$ cat src/hdl/llde_pkg.sv
// Package: shared types and constants for the light level debounce event framer.
`default_nettype none
package llde_pkg;

   localparam int TimeWidth  = 32;
   localparam int LimitWidth = 16;
   localparam int CountWidth = 16;
   localparam int FrameLen   = 10;
   localparam int IdxWidth   = $clog2(FrameLen);
   localparam int CsrIdxWidth = 3;
   localparam int CsrDataWidth = 16;
   localparam int QueueDepth = 2;
   localparam int QPtrWidth  = $clog2(QueueDepth);

   // register indexes
   localparam logic [CsrIdxWidth-1:0] CSR_DEBOUNCE_MS = 3'd0;
   localparam logic [CsrIdxWidth-1:0] CSR_DEVICE_CODE = 3'd1;
   localparam logic [CsrIdxWidth-1:0] CSR_PORT_NUMBER = 3'd2;
   localparam logic [CsrIdxWidth-1:0] CSR_ENTER_CODE  = 3'd3;
   localparam logic [CsrIdxWidth-1:0] CSR_LEAVE_CODE  = 3'd4;

   // register reset values
   localparam logic [LimitWidth-1:0] RST_DEBOUNCE_MS = 16'd200;
   localparam logic [7:0] RST_DEVICE_CODE = 8'd12;
   localparam logic [7:0] RST_PORT_NUMBER = 8'd0;
   localparam logic [7:0] RST_ENTER_CODE  = 8'd0;
   localparam logic [7:0] RST_LEAVE_CODE  = 8'd1;

   // frame bytes
   localparam logic [7:0] FRAME_START   = 8'hF0;
   localparam logic [7:0] FRAME_VERSION = 8'h01;
   localparam logic [7:0] FRAME_KIND    = 8'h04;
   localparam logic [7:0] FRAME_STOP    = 8'hFF;
   localparam logic [7:0] STATE_BYTE_LIT   = 8'h01;
   localparam logic [7:0] STATE_BYTE_UNLIT = 8'h02;

   // byte positions within a frame
   localparam logic [IdxWidth-1:0] POS_START   = 4'd0;
   localparam logic [IdxWidth-1:0] POS_VERSION = 4'd1;
   localparam logic [IdxWidth-1:0] POS_DEVICE  = 4'd2;
   localparam logic [IdxWidth-1:0] POS_PORT    = 4'd3;
   localparam logic [IdxWidth-1:0] POS_KIND    = 4'd4;
   localparam logic [IdxWidth-1:0] POS_STATE   = 4'd5;
   localparam logic [IdxWidth-1:0] POS_CODE    = 4'd6;
   localparam logic [IdxWidth-1:0] POS_CNT_LO  = 4'd7;
   localparam logic [IdxWidth-1:0] POS_CNT_HI  = 4'd8;
   localparam logic [IdxWidth-1:0] POS_STOP    = 4'd9;

   typedef enum logic [1:0] {
      MODE_BRIGHT   = 2'd1,
      MODE_DARK     = 2'd2,
      MODE_DEBOUNCE = 2'd3
   } mode_type;

   typedef struct packed {
      logic [TimeWidth-1:0] now_ms;
      logic                 level;
   } req_type;

   typedef struct packed {
      logic [7:0] frame_byte;
      logic       frame_end;
   } rsp_type;

   // one pending frame, handed from front to back
   typedef struct packed {
      logic                  is_dark;
      logic [7:0]            code;
      logic [CountWidth-1:0] count;
   } evt_type;

   // frame fields the user keeps fixed while items are in flight; the block does not enforce it
   typedef struct packed {
      logic [7:0] device_code;
      logic [7:0] port_number;
   } hdr_type;

endpackage
`default_nettype wire

$ cat src/hdl/llde_front.sv
// Front: accepts polls, runs the debounce mode machine and issues frame events.
`default_nettype none
module llde_front
   import llde_pkg::*;
(
   input  wire logic                  clock,
   input  wire logic                  reset,
   input  wire logic                  accept,
   input  wire req_type               req_data,
   input  wire logic [LimitWidth-1:0] debounce_ms,
   input  wire logic [7:0]            enter_code,
   input  wire logic [7:0]            leave_code,
   output      logic                  evt_push,
   output      evt_type               evt_data
);

   mode_type              mode_ff, mode_in;
   logic                  last_level_ff, last_level_in;
   logic [TimeWidth-1:0]  start_ff, start_in;
   logic [CountWidth-1:0] count_ff, count_in;
   logic [TimeWidth-1:0]  elapsed;

   assign elapsed = req_data.now_ms - start_ff;

   always_ff @(posedge clock) begin
      if (reset) begin
         mode_ff       <= MODE_BRIGHT;
         last_level_ff <= 1'b1;
         start_ff      <= '0;
         count_ff      <= '0;
      end else begin
         mode_ff       <= mode_in;
         last_level_ff <= last_level_in;
         start_ff      <= start_in;
         count_ff      <= count_in;
      end
   end

   always_comb begin
      mode_in       = mode_ff;
      last_level_in = last_level_ff;
      start_in      = start_ff;
      count_in      = count_ff;
      evt_push      = 1'b0;
      evt_data.is_dark = ~req_data.level;
      evt_data.code    = req_data.level ? leave_code : enter_code;
      evt_data.count   = req_data.level ? count_ff : count_ff + 1'b1;
      case (mode_ff)
         MODE_DEBOUNCE: begin
            // level is ignored until the lockout has run out
            if (accept && (elapsed > {{(TimeWidth-LimitWidth){1'b0}}, debounce_ms})) begin
               mode_in = last_level_ff ? MODE_BRIGHT : MODE_DARK;
            end
         end
         default: begin
            if (accept && (req_data.level != last_level_ff)) begin
               mode_in       = MODE_DEBOUNCE;
               last_level_in = req_data.level;
               start_in      = req_data.now_ms;
               count_in      = evt_data.count;
               evt_push      = 1'b1;
            end
         end
      endcase
   end

endmodule
`default_nettype wire

$ cat src/hdl/llde_queue.sv
// Queue: short FIFO of pending frame events between front and back.
`default_nettype none
module llde_queue
   import llde_pkg::*;
(
   input  wire logic    clock,
   input  wire logic    reset,
   input  wire logic    push,
   input  wire evt_type push_data,
   input  wire logic    pop,
   output      logic    full,
   output      logic    not_empty,
   output      evt_type head
);

   evt_type                entry_ff [QueueDepth];
   logic [QPtrWidth-1:0]   wr_ptr_ff, wr_ptr_in;
   logic [QPtrWidth-1:0]   rd_ptr_ff, rd_ptr_in;
   logic [QPtrWidth:0]     fill_ff, fill_in;

   assign full      = (fill_ff == (QPtrWidth+1)'(QueueDepth));
   assign not_empty = (fill_ff != '0);
   assign head      = entry_ff[rd_ptr_ff];

   always_comb begin
      wr_ptr_in = push ? wr_ptr_ff + 1'b1 : wr_ptr_ff;
      rd_ptr_in = pop  ? rd_ptr_ff + 1'b1 : rd_ptr_ff;
      fill_in   = fill_ff + (QPtrWidth+1)'(push) - (QPtrWidth+1)'(pop);
   end

   always_ff @(posedge clock) begin
      if (reset) begin
         wr_ptr_ff <= '0;
         rd_ptr_ff <= '0;
         fill_ff   <= '0;
      end else begin
         wr_ptr_ff <= wr_ptr_in;
         rd_ptr_ff <= rd_ptr_in;
         fill_ff   <= fill_in;
      end
   end

   always_ff @(posedge clock) begin
      if (push) begin
         entry_ff[wr_ptr_ff] <= push_data;
      end
   end

endmodule
`default_nettype wire

$ cat src/hdl/llde_back.sv
// Back: serializes each queued event into ten frame bytes on the result channel.
`default_nettype none
module llde_back
   import llde_pkg::*;
(
   input  wire logic    clock,
   input  wire logic    reset,
   input  wire logic    evt_valid,
   input  wire evt_type evt_data,
   input  wire hdr_type hdr,
   output      logic    evt_pop,
   output      logic    rsp_valid,
   input  wire logic    rsp_ready,
   output      rsp_type rsp_data
);

   logic [IdxWidth-1:0] idx_ff, idx_in;
   logic                valid_ff, valid_in;
   rsp_type             data_ff, data_in;
   logic                load;
   logic [7:0]          byte_sel;

   assign rsp_valid = valid_ff;
   assign rsp_data  = data_ff;

   // output register takes a new byte when empty or being drained
   assign load    = evt_valid && (!valid_ff || rsp_ready);
   assign evt_pop = load && (idx_ff == POS_STOP);

   always_comb begin
      case (idx_ff)
         POS_START:   byte_sel = FRAME_START;
         POS_VERSION: byte_sel = FRAME_VERSION;
         POS_DEVICE:  byte_sel = hdr.device_code;
         POS_PORT:    byte_sel = hdr.port_number;
         POS_KIND:    byte_sel = FRAME_KIND;
         POS_STATE:   byte_sel = evt_data.is_dark ? STATE_BYTE_UNLIT : STATE_BYTE_LIT;
         POS_CODE:    byte_sel = evt_data.code;
         POS_CNT_LO:  byte_sel = evt_data.count[7:0];
         POS_CNT_HI:  byte_sel = evt_data.count[15:8];
         POS_STOP:    byte_sel = FRAME_STOP;
         default:     byte_sel = FRAME_STOP;
      endcase
   end

   always_comb begin
      idx_in   = idx_ff;
      valid_in = valid_ff;
      data_in  = data_ff;
      if (load) begin
         valid_in           = 1'b1;
         data_in.frame_byte = byte_sel;
         data_in.frame_end  = (idx_ff == POS_STOP);
         idx_in             = (idx_ff == POS_STOP) ? '0 : idx_ff + 1'b1;
      end else if (rsp_ready) begin
         valid_in = 1'b0;
      end
   end

   always_ff @(posedge clock) begin
      if (reset) begin
         idx_ff   <= '0;
         valid_ff <= 1'b0;
      end else begin
         idx_ff   <= idx_in;
         valid_ff <= valid_in;
      end
   end

   always_ff @(posedge clock) begin
      data_ff <= data_in;
   end

endmodule
`default_nettype wire

$ cat src/hdl/light_level_debounce_event_framer.sv
// A poll that starts a frame writes its event into the queue; the back end loads its bytes into the output register.
// Throughput: one poll per cycle while the two-entry event queue has room; the back end drives
//   one byte per cycle while rsp_ready is high, ten per event, so queue drain sets any input stall.
// Reset (synchronous, active high): mode bright, last level bright, counters and queue
//   cleared, registers to their defaults; no clearing pass, ready as soon as reset drops.
`default_nettype none
module light_level_debounce_event_framer
   import llde_pkg::*;
(
   input  wire logic                    clock,
   input  wire logic                    reset,
   // poll channel
   input  wire logic                    req_valid,
   output      logic                    req_ready,
   input  wire req_type                 req_data,
   // frame byte channel
   output      logic                    rsp_valid,
   input  wire logic                    rsp_ready,
   output      rsp_type                 rsp_data,
   // register writes
   input  wire logic                    csr_we,
   input  wire logic [CsrIdxWidth-1:0]  csr_index,
   input  wire logic [CsrDataWidth-1:0] csr_wdata
);

   logic [LimitWidth-1:0] debounce_ms_ff;
   logic [7:0]            device_code_ff;
   logic [7:0]            port_number_ff;
   logic [7:0]            enter_code_ff;
   logic [7:0]            leave_code_ff;

   logic    accept;
   logic    evt_push;
   evt_type evt_push_data;
   logic    evt_pop;
   logic    q_full;
   logic    q_not_empty;
   evt_type q_head;
   hdr_type hdr;

   // Register file: take a write whenever enabled; drop unknown indexes and high bits.
   always_ff @(posedge clock) begin
      if (reset) begin
         debounce_ms_ff <= RST_DEBOUNCE_MS;
         device_code_ff <= RST_DEVICE_CODE;
         port_number_ff <= RST_PORT_NUMBER;
         enter_code_ff  <= RST_ENTER_CODE;
         leave_code_ff  <= RST_LEAVE_CODE;
      end else if (csr_we) begin
         case (csr_index)
            CSR_DEBOUNCE_MS: debounce_ms_ff <= csr_wdata;
            CSR_DEVICE_CODE: device_code_ff <= csr_wdata[7:0];
            CSR_PORT_NUMBER: port_number_ff <= csr_wdata[7:0];
            CSR_ENTER_CODE:  enter_code_ff  <= csr_wdata[7:0];
            CSR_LEAVE_CODE:  leave_code_ff  <= csr_wdata[7:0];
            default: ;
         endcase
      end
   end

   // Hold off polls only while the queue could not take a new event.
   assign req_ready = !q_full;
   assign accept    = req_valid && req_ready;

   // Header bytes are read live: the user changes registers only while nothing is in flight; not enforced.
   assign hdr.device_code = device_code_ff;
   assign hdr.port_number = port_number_ff;

   // Front: classify each poll, advance the debounce mode, issue events.
   llde_front u_front (
      .clock       (clock),
      .reset       (reset),
      .accept      (accept),
      .req_data    (req_data),
      .debounce_ms (debounce_ms_ff),
      .enter_code  (enter_code_ff),
      .leave_code  (leave_code_ff),
      .evt_push    (evt_push),
      .evt_data    (evt_push_data)
   );

   // Queue: decouple polling from frame emission.
   llde_queue u_queue (
      .clock     (clock),
      .reset     (reset),
      .push      (evt_push),
      .push_data (evt_push_data),
      .pop       (evt_pop),
      .full      (q_full),
      .not_empty (q_not_empty),
      .head      (q_head)
   );

   // Back: stream the ten bytes of each event through the output register.
   llde_back u_back (
      .clock     (clock),
      .reset     (reset),
      .evt_valid (q_not_empty),
      .evt_data  (q_head),
      .hdr       (hdr),
      .evt_pop   (evt_pop),
      .rsp_valid (rsp_valid),
      .rsp_ready (rsp_ready),
      .rsp_data  (rsp_data)
   );

endmodule
`default_nettype wire

$ cat config.mk
export PLATFORM = sky130hd
export DESIGN_NAME = light_level_debounce_event_framer
export DESIGN_NICKNAME = d
export VERILOG_FILES = /design/src/hdl/llde_pkg.sv /design/src/hdl/llde_front.sv /design/src/hdl/llde_queue.sv /design/src/hdl/llde_back.sv /design/src/hdl/light_level_debounce_event_framer.sv
export SDC_FILE = /design/constraint.sdc
export NUM_CORES = 1
export LEC_CHECK = 0
export ABC_AREA = 1
export ABC_CLOCK_PERIOD_IN_PS = 3800
export BUFFER_PORTS_ARGS = -buffer_cell sky130_fd_sc_hd__buf_2
export CORE_UTILIZATION = 55
export DETAILED_ROUTE_END_ITERATION = 10
export PLACE_DENSITY_LB_ADDON = 0.3
export SYNTH_ARGS = -nofsm -noshare
export SYNTH_HDL_FRONTEND = slang
export SYNTH_SLANG_ARGS = --single-unit
$ cat constraint.sdc
create_clock -name clock -period 3.8 [get_ports clock]
set_input_delay 0.76 -clock clock [delete_from_list [all_inputs] [get_ports clock]]
set_output_delay 0.76 -clock clock [all_outputs]
set_load 0.005 [all_outputs]
## After elaboration in Yosys (flattened, before gate mapping)

Memories as Yosys holds them, arrays and structs flattened. A register that Yosys moved wholly into a read port is not among the register bits.
Index checks and enable logic that the tools add are counted.

- Add/subtract/negate cells: 7
- Mux-type cells: 17
- Shift operators: 0
- Equal/unequal tests: 17
- Magnitude comparators: 1
- Bitwise gates (word level): 2
- Reduce and logical (&&, ||, !) cells: 20
- Divide/modulo/power cells: 0
- $mul: 0

Operator list:

| operator | number |
|---|---|
| one-hot mux 8 bit (9 select lines) | 1 |
| greater-than comparator 32 x 16 -> 1 bit | 1 |
| subtractor 32 bit | 1 |
| adder 16 x 1 -> 16 bit (second input constant) | 1 |
| == test 4 x 3 -> 1 bit (second input constant) | 4 |
| two-way mux 16 bit | 1 |
| AND reduction 2 bit | 7 |
| two-way mux 2 bit | 5 |
| == test 4 x 2 -> 1 bit (second input constant) | 2 |
| == test 4 bit (second input constant) | 2 |
| two-way mux 1 bit | 8 |
| two-way mux 8 bit | 1 |
| == test 3 x 2 -> 1 bit (second input constant) | 2 |
| nonzero test 2 bit | 3 |
| logical AND 1 bit | 5 |
| adder 4 x 1 -> 4 bit (second input constant) | 1 |
| == test 2 bit (second input constant) | 2 |
| == test 4 x 1 -> 1 bit (second input constant) | 1 |
| logical NOT 4 bit | 1 |
| two-way mux 4 bit | 1 |
| == test 3 x 1 -> 1 bit (second input constant) | 1 |
| == test 3 bit (second input constant) | 1 |
| logical NOT 3 bit | 1 |
| adder 1 bit (second input constant) | 2 |
| 7 further kinds | 9 |

- Bits in writable memories: 50
- Memory bits (read-only): 0
- Latch bits: 0
- Word-level logic and storage cells: 81
- Memories kept: 1
- Output and inout port bits: 11
- Register bits: 117
- Input port bits: 57

Memories:

| name | depth | bits a word | rd ports | clocked after memory_dff | write ports | RTL line | RTL |
|---|---|---|---|---|---|---|---|
| u_queue.entry_ff | 2 | 25 | 1 | 1 | 1 | llde_queue.sv:16 | `evt_type entry_ff [QueueDepth];` |

## Logic depth before layout (Yosys ltp)

- Depth after elaboration: 8
- Depth in mapped cells: 28
- Mapped depth without buffers: 28

## Cells and area by module

Synthesis repeated with hierarchy kept, for this count alone.

- Cell total of the unflattened synthesis: 1484
- Area, all modules: 10448.8 um^2

Modules (own cells, without submodules):

| module | area each (um^2) | cells an instance | seq. area each (um^2) | instances |
|---|---|---|---|---|
| llde_front | 5263.8 | 922 | 1021.0 | 1 |
| llde_queue | 2133.3 | 109 | 1601.5 | 1 |
| light_level_debounce_event_framer | 2048.2 | 288 | 960.9 | 1 |
| llde_back | 1003.5 | 165 | 370.4 | 1 |

## Least setup slack after synthesis

No wires, ideal clock.

- Kind: in2reg
- From: in req_data[1] (netlist bit)
- To: reg u_front.mode_ff[0]
- Setup time: 133 ps
- Cell stages on the path: 26
- Arrival: 3239 ps
- Buffers on the path: 0
- Data required time: 3667 ps
- Setup slack: 428 ps
- Cells stage by stage: inv_1 -> ha_1 -> fa_1 -> inv_1 -> nand2_1 -> nand2_1 -> and2_1 -> nand2_1 -> nand3_2 -> xor2_1 -> ha_1 -> nand2_1 -> nor2_1 -> nand3_1 -> nor2_1 -> nand4_1 -> nand2_1 -> nand3_1 -> nor2_1 -> nand2_1 -> nor2_1 -> nand2_1 -> nand2_2 -> nand2_1 -> nand2_1 -> nand3_1

- Word-level cells in the longest chain between the ends: 5

Ends and longest elaborated chain:

| item | RTL line | RTL |
|---|---|---|
| from (decl) | light_level_debounce_event_framer.sv:15 | `input wire req_type req_data,` |
| subtractor 32 bit | llde_front.sv:23 | `assign elapsed = req_data.now_ms - start_ff;` |
| greater-than comparator 32 x 16 -> 1 bit | llde_front.sv:51 | `if (accept && (elapsed > {{(TimeWidth-LimitWidth){1'b0}}, debounce_ms})) begin` |
| logical AND 1 bit | llde_front.sv:51 |  |
| != test 2 x 1 -> 1 bit (no line) | n/a |  |
| AND reduction 2 bit (no line) | n/a |  |
| to (signal assigned) | llde_front.sv:32 | `mode_ff <= mode_in;` |
| to (decl) | llde_front.sv:17 | `mode_type mode_ff, mode_in;` |

Every way passes these cells.
A chain may end at the register's enable or synchronous reset.

## Final worst setup path

Same ends and word-level chain as after synthesis.

==> qor.yml <==
outcome: "complete, but fails checks"
violations: "DRC"
gp_congestion: 0.951
max_freq_mhz: 297
cts.clk_slew.worst_paths_ns: 0.07
syn-mean-instance-area_um2: 7.10
synthDistinctLibCells: 44
worst_hold_path_type: "flop to flop"
cts_buffers: 17
wl_per_cell_um: 13.8
rsz0062_at_grt: "no"
drt_wl_total_um: 23000
slew_headroom: 0.503
antenna_found_initial: 1
cts_tree: "built"
ios: 68
tns_ns: 0
syn_area_um2: 9630
syn_nets: 1464
cts.path.max_buffers: 2
post-synth-top-area-cell: "dfxtp_1"
cts_resized: 0
power.density_nw_per_um2: 490
worstSetupStartpointType: "input port"
synth_warnings: 0
final_nets: 1542
dp_hpwl_um: 17500
synth_most_common_cell: "nand2_1"
portBuffers: 67
clockRootBuffer: "clkbuf_16"
p_leak_uw: 0.00529
crit_type: "input port to flop"
fp.dieW_um: 134
drive_gt1_frac: 0.0974
ctsHoldBuffers: 0
core_um2: 17200
finalHoldViolCount: 0
postSynthCellCount: 1356
power_uw: 5350
cts_setup_buffers: 0
drt_iter0_markers: 644
detail-route-antenna-nets: 0
cts_sinks: 168
synth-seq-cells: 168
tightest_slew_ns: 0.743
synth-edff-count: 59
seq_area_frac_synth: 0.411
grt_remaining_overflow: 0
endpoint_kind: "flop"
synth_area_leaders: "dfxtp_1 (23%), edfxtp_1 (18%), nand2_1 (14%)"
start_util: 0.561
num_vias: 8652
period_share: 0.885
period_needed_ns: 3.36
drt-pass1-iter-count: 8
clk_latency_ns: 0.44
multi_input_area_um2: 4640
worst-endpoint-arrival_ns: 3.68
ir_drop_mv: 0.314
die_h_um: 134
grt_max_degree: 61
crit_required_ns: 4.12
synth-main-ff-cell: "dfxtp_1"
syn2layout_area_growth_pct: 13.3
drv_cap: 0
synth_commonest_cells: "nand2_1 (355), inv_1 (244), nor2_1 (141)"
regArea_um2: 3950
grt_pass1_wl_um: 38500
routed_via_density: 5.17
drc: 2
grt_use_total: 0.272
yosys.area.top_type_share: 0.227
cp_max_fo: 4
setup_viol: 0
first_global_vias: 8264
drv_slew: 0
fillers: 1558
clock_skew_ns: 0.0136
rows: 48
die_area_um2: 18000
ys_async_sr_fraction: 0
htreeDepth: 4
## critical path, cell delays in order
cell and delay [ns]:
buf_2 0.08, inv_1 0.05, ha_1 0.23, fa_1 0.39, inv_1 0.12, nand2_1 0.06
nand2_1 0.07, and2_1 0.14, nand2_1 0.07, nand3_2 0.08, xor2_1 0.07, ha_1 0.26
nand2_1 0.04, nor2_1 0.13, nand3_1 0.11, nor2_1 0.14, nand4_1 0.09, nand2_1 0.09
nand3_1 0.11, nor2_1 0.12, nand2_1 0.06, nor2_1 0.08, nand2_1 0.07, nand2_2 0.08
nand2_1 0.05, nand2_1 0.06, nand3_1 0.05
## registers in the layout, indices dropped and copies added, names as in the netlist, named ones only
register,cells
u_back.rsp_data,9
u_queue.wr_ptr_ff,1
u_front.mode_ff,2
enter_code_ff,8
u_queue.fill_ff,2
u_front.start_ff,32
leave_code_ff,8
u_back.rsp_valid,1
u_queue.rd_ptr_ff,1
u_front.count_ff,16
device_code_ff,8
u_back.idx_ff,4
u_front.last_level_ff,1
u_queue.entry_ff,50
port_number_ff,8
debounce_ms_ff,16
## path summary, 6_finish.rpt
path                            start                 end  slack (ns)  cells past startpoint
hold / removal       enter_code_ff[4]    enter_code_ff[4]        0.45                      2
hold reg to reg      enter_code_ff[4]    enter_code_ff[4]        0.45                      2
setup / recovery          req_data[1]  u_front.mode_ff[0]        0.44                     27
setup reg to reg  u_front.start_ff[8]  u_front.mode_ff[0]        0.55                     24
## layer usage
metal  GRT usage  up-vias  part of all wire
li1            -     4469                 -
met1       0.329     3900              0.43
met2       0.474      232              0.49
met3      0.0469       51             0.047
met4       0.115        0             0.033
met5           0        -                 0
## cells in the final DEF (no fill, tap or decap), drive strengths merged, types with 6 or more instances in the layout
cell and count:
clkbuf 18, edfxtp 59, clkinv 7, inv 254
dfxtp 109, nand4 8, nor3 14, xor2 28
nand2 358, o2111ai 6, o21ai 107, a21oi 105
nor2 145, nand3 50, buf 89, ha 50
## report_power, final
group	switching, µW	leakage, µW	internal [µW]
clock	844	0.000297	919
sequential	70.2	0.00144	2060
combinational	938	0.00355	523
## cells by family (layout without fill, tap and decap cells)
logic type,after synthesis,count (layout),share of synthesized area
mux,6,6,0.00637
simple gates,586,586,0.248
xor+xnor,32,32,0.0291
fa+ha+maj,51,51,0.0670
flops,168,168,0.411
buf+inv,277,368,0.109
compound gates,236,236,0.130
other cells,0,1,0
## stage by stage
step	utilization	worst slack (ns)	instances	hold slack [ns]	instance area, µm²
after floorplan	-	0.428	1356	0.424	9630
after CTS	0.635	0.443	1672	0.452	10900
final	0.635	0.438	1673	0.451	10900
after global routing	0.635	0.0887	1672	0.467	10900
after global placement	0.600	0.0903	1640	0.434	10300
after detailed placement	0.600	0.00499	1640	0.441	10300
## cell type report
cell class | instances | share of cell area
Sequential cell | 168 | 0.362
Tap cell | 225 | 0.0258
Multi-Input combinational cell | 911 | 0.425
Timing Repair Buffer | 89 | 0.0470
Clock buffer | 18 | 0.0413
Inverter | 247 | 0.0849
Antenna cell | 1 | 0.000229
Clock inverter | 14 | 0.0138
Power figures use the tool's default switching activity.
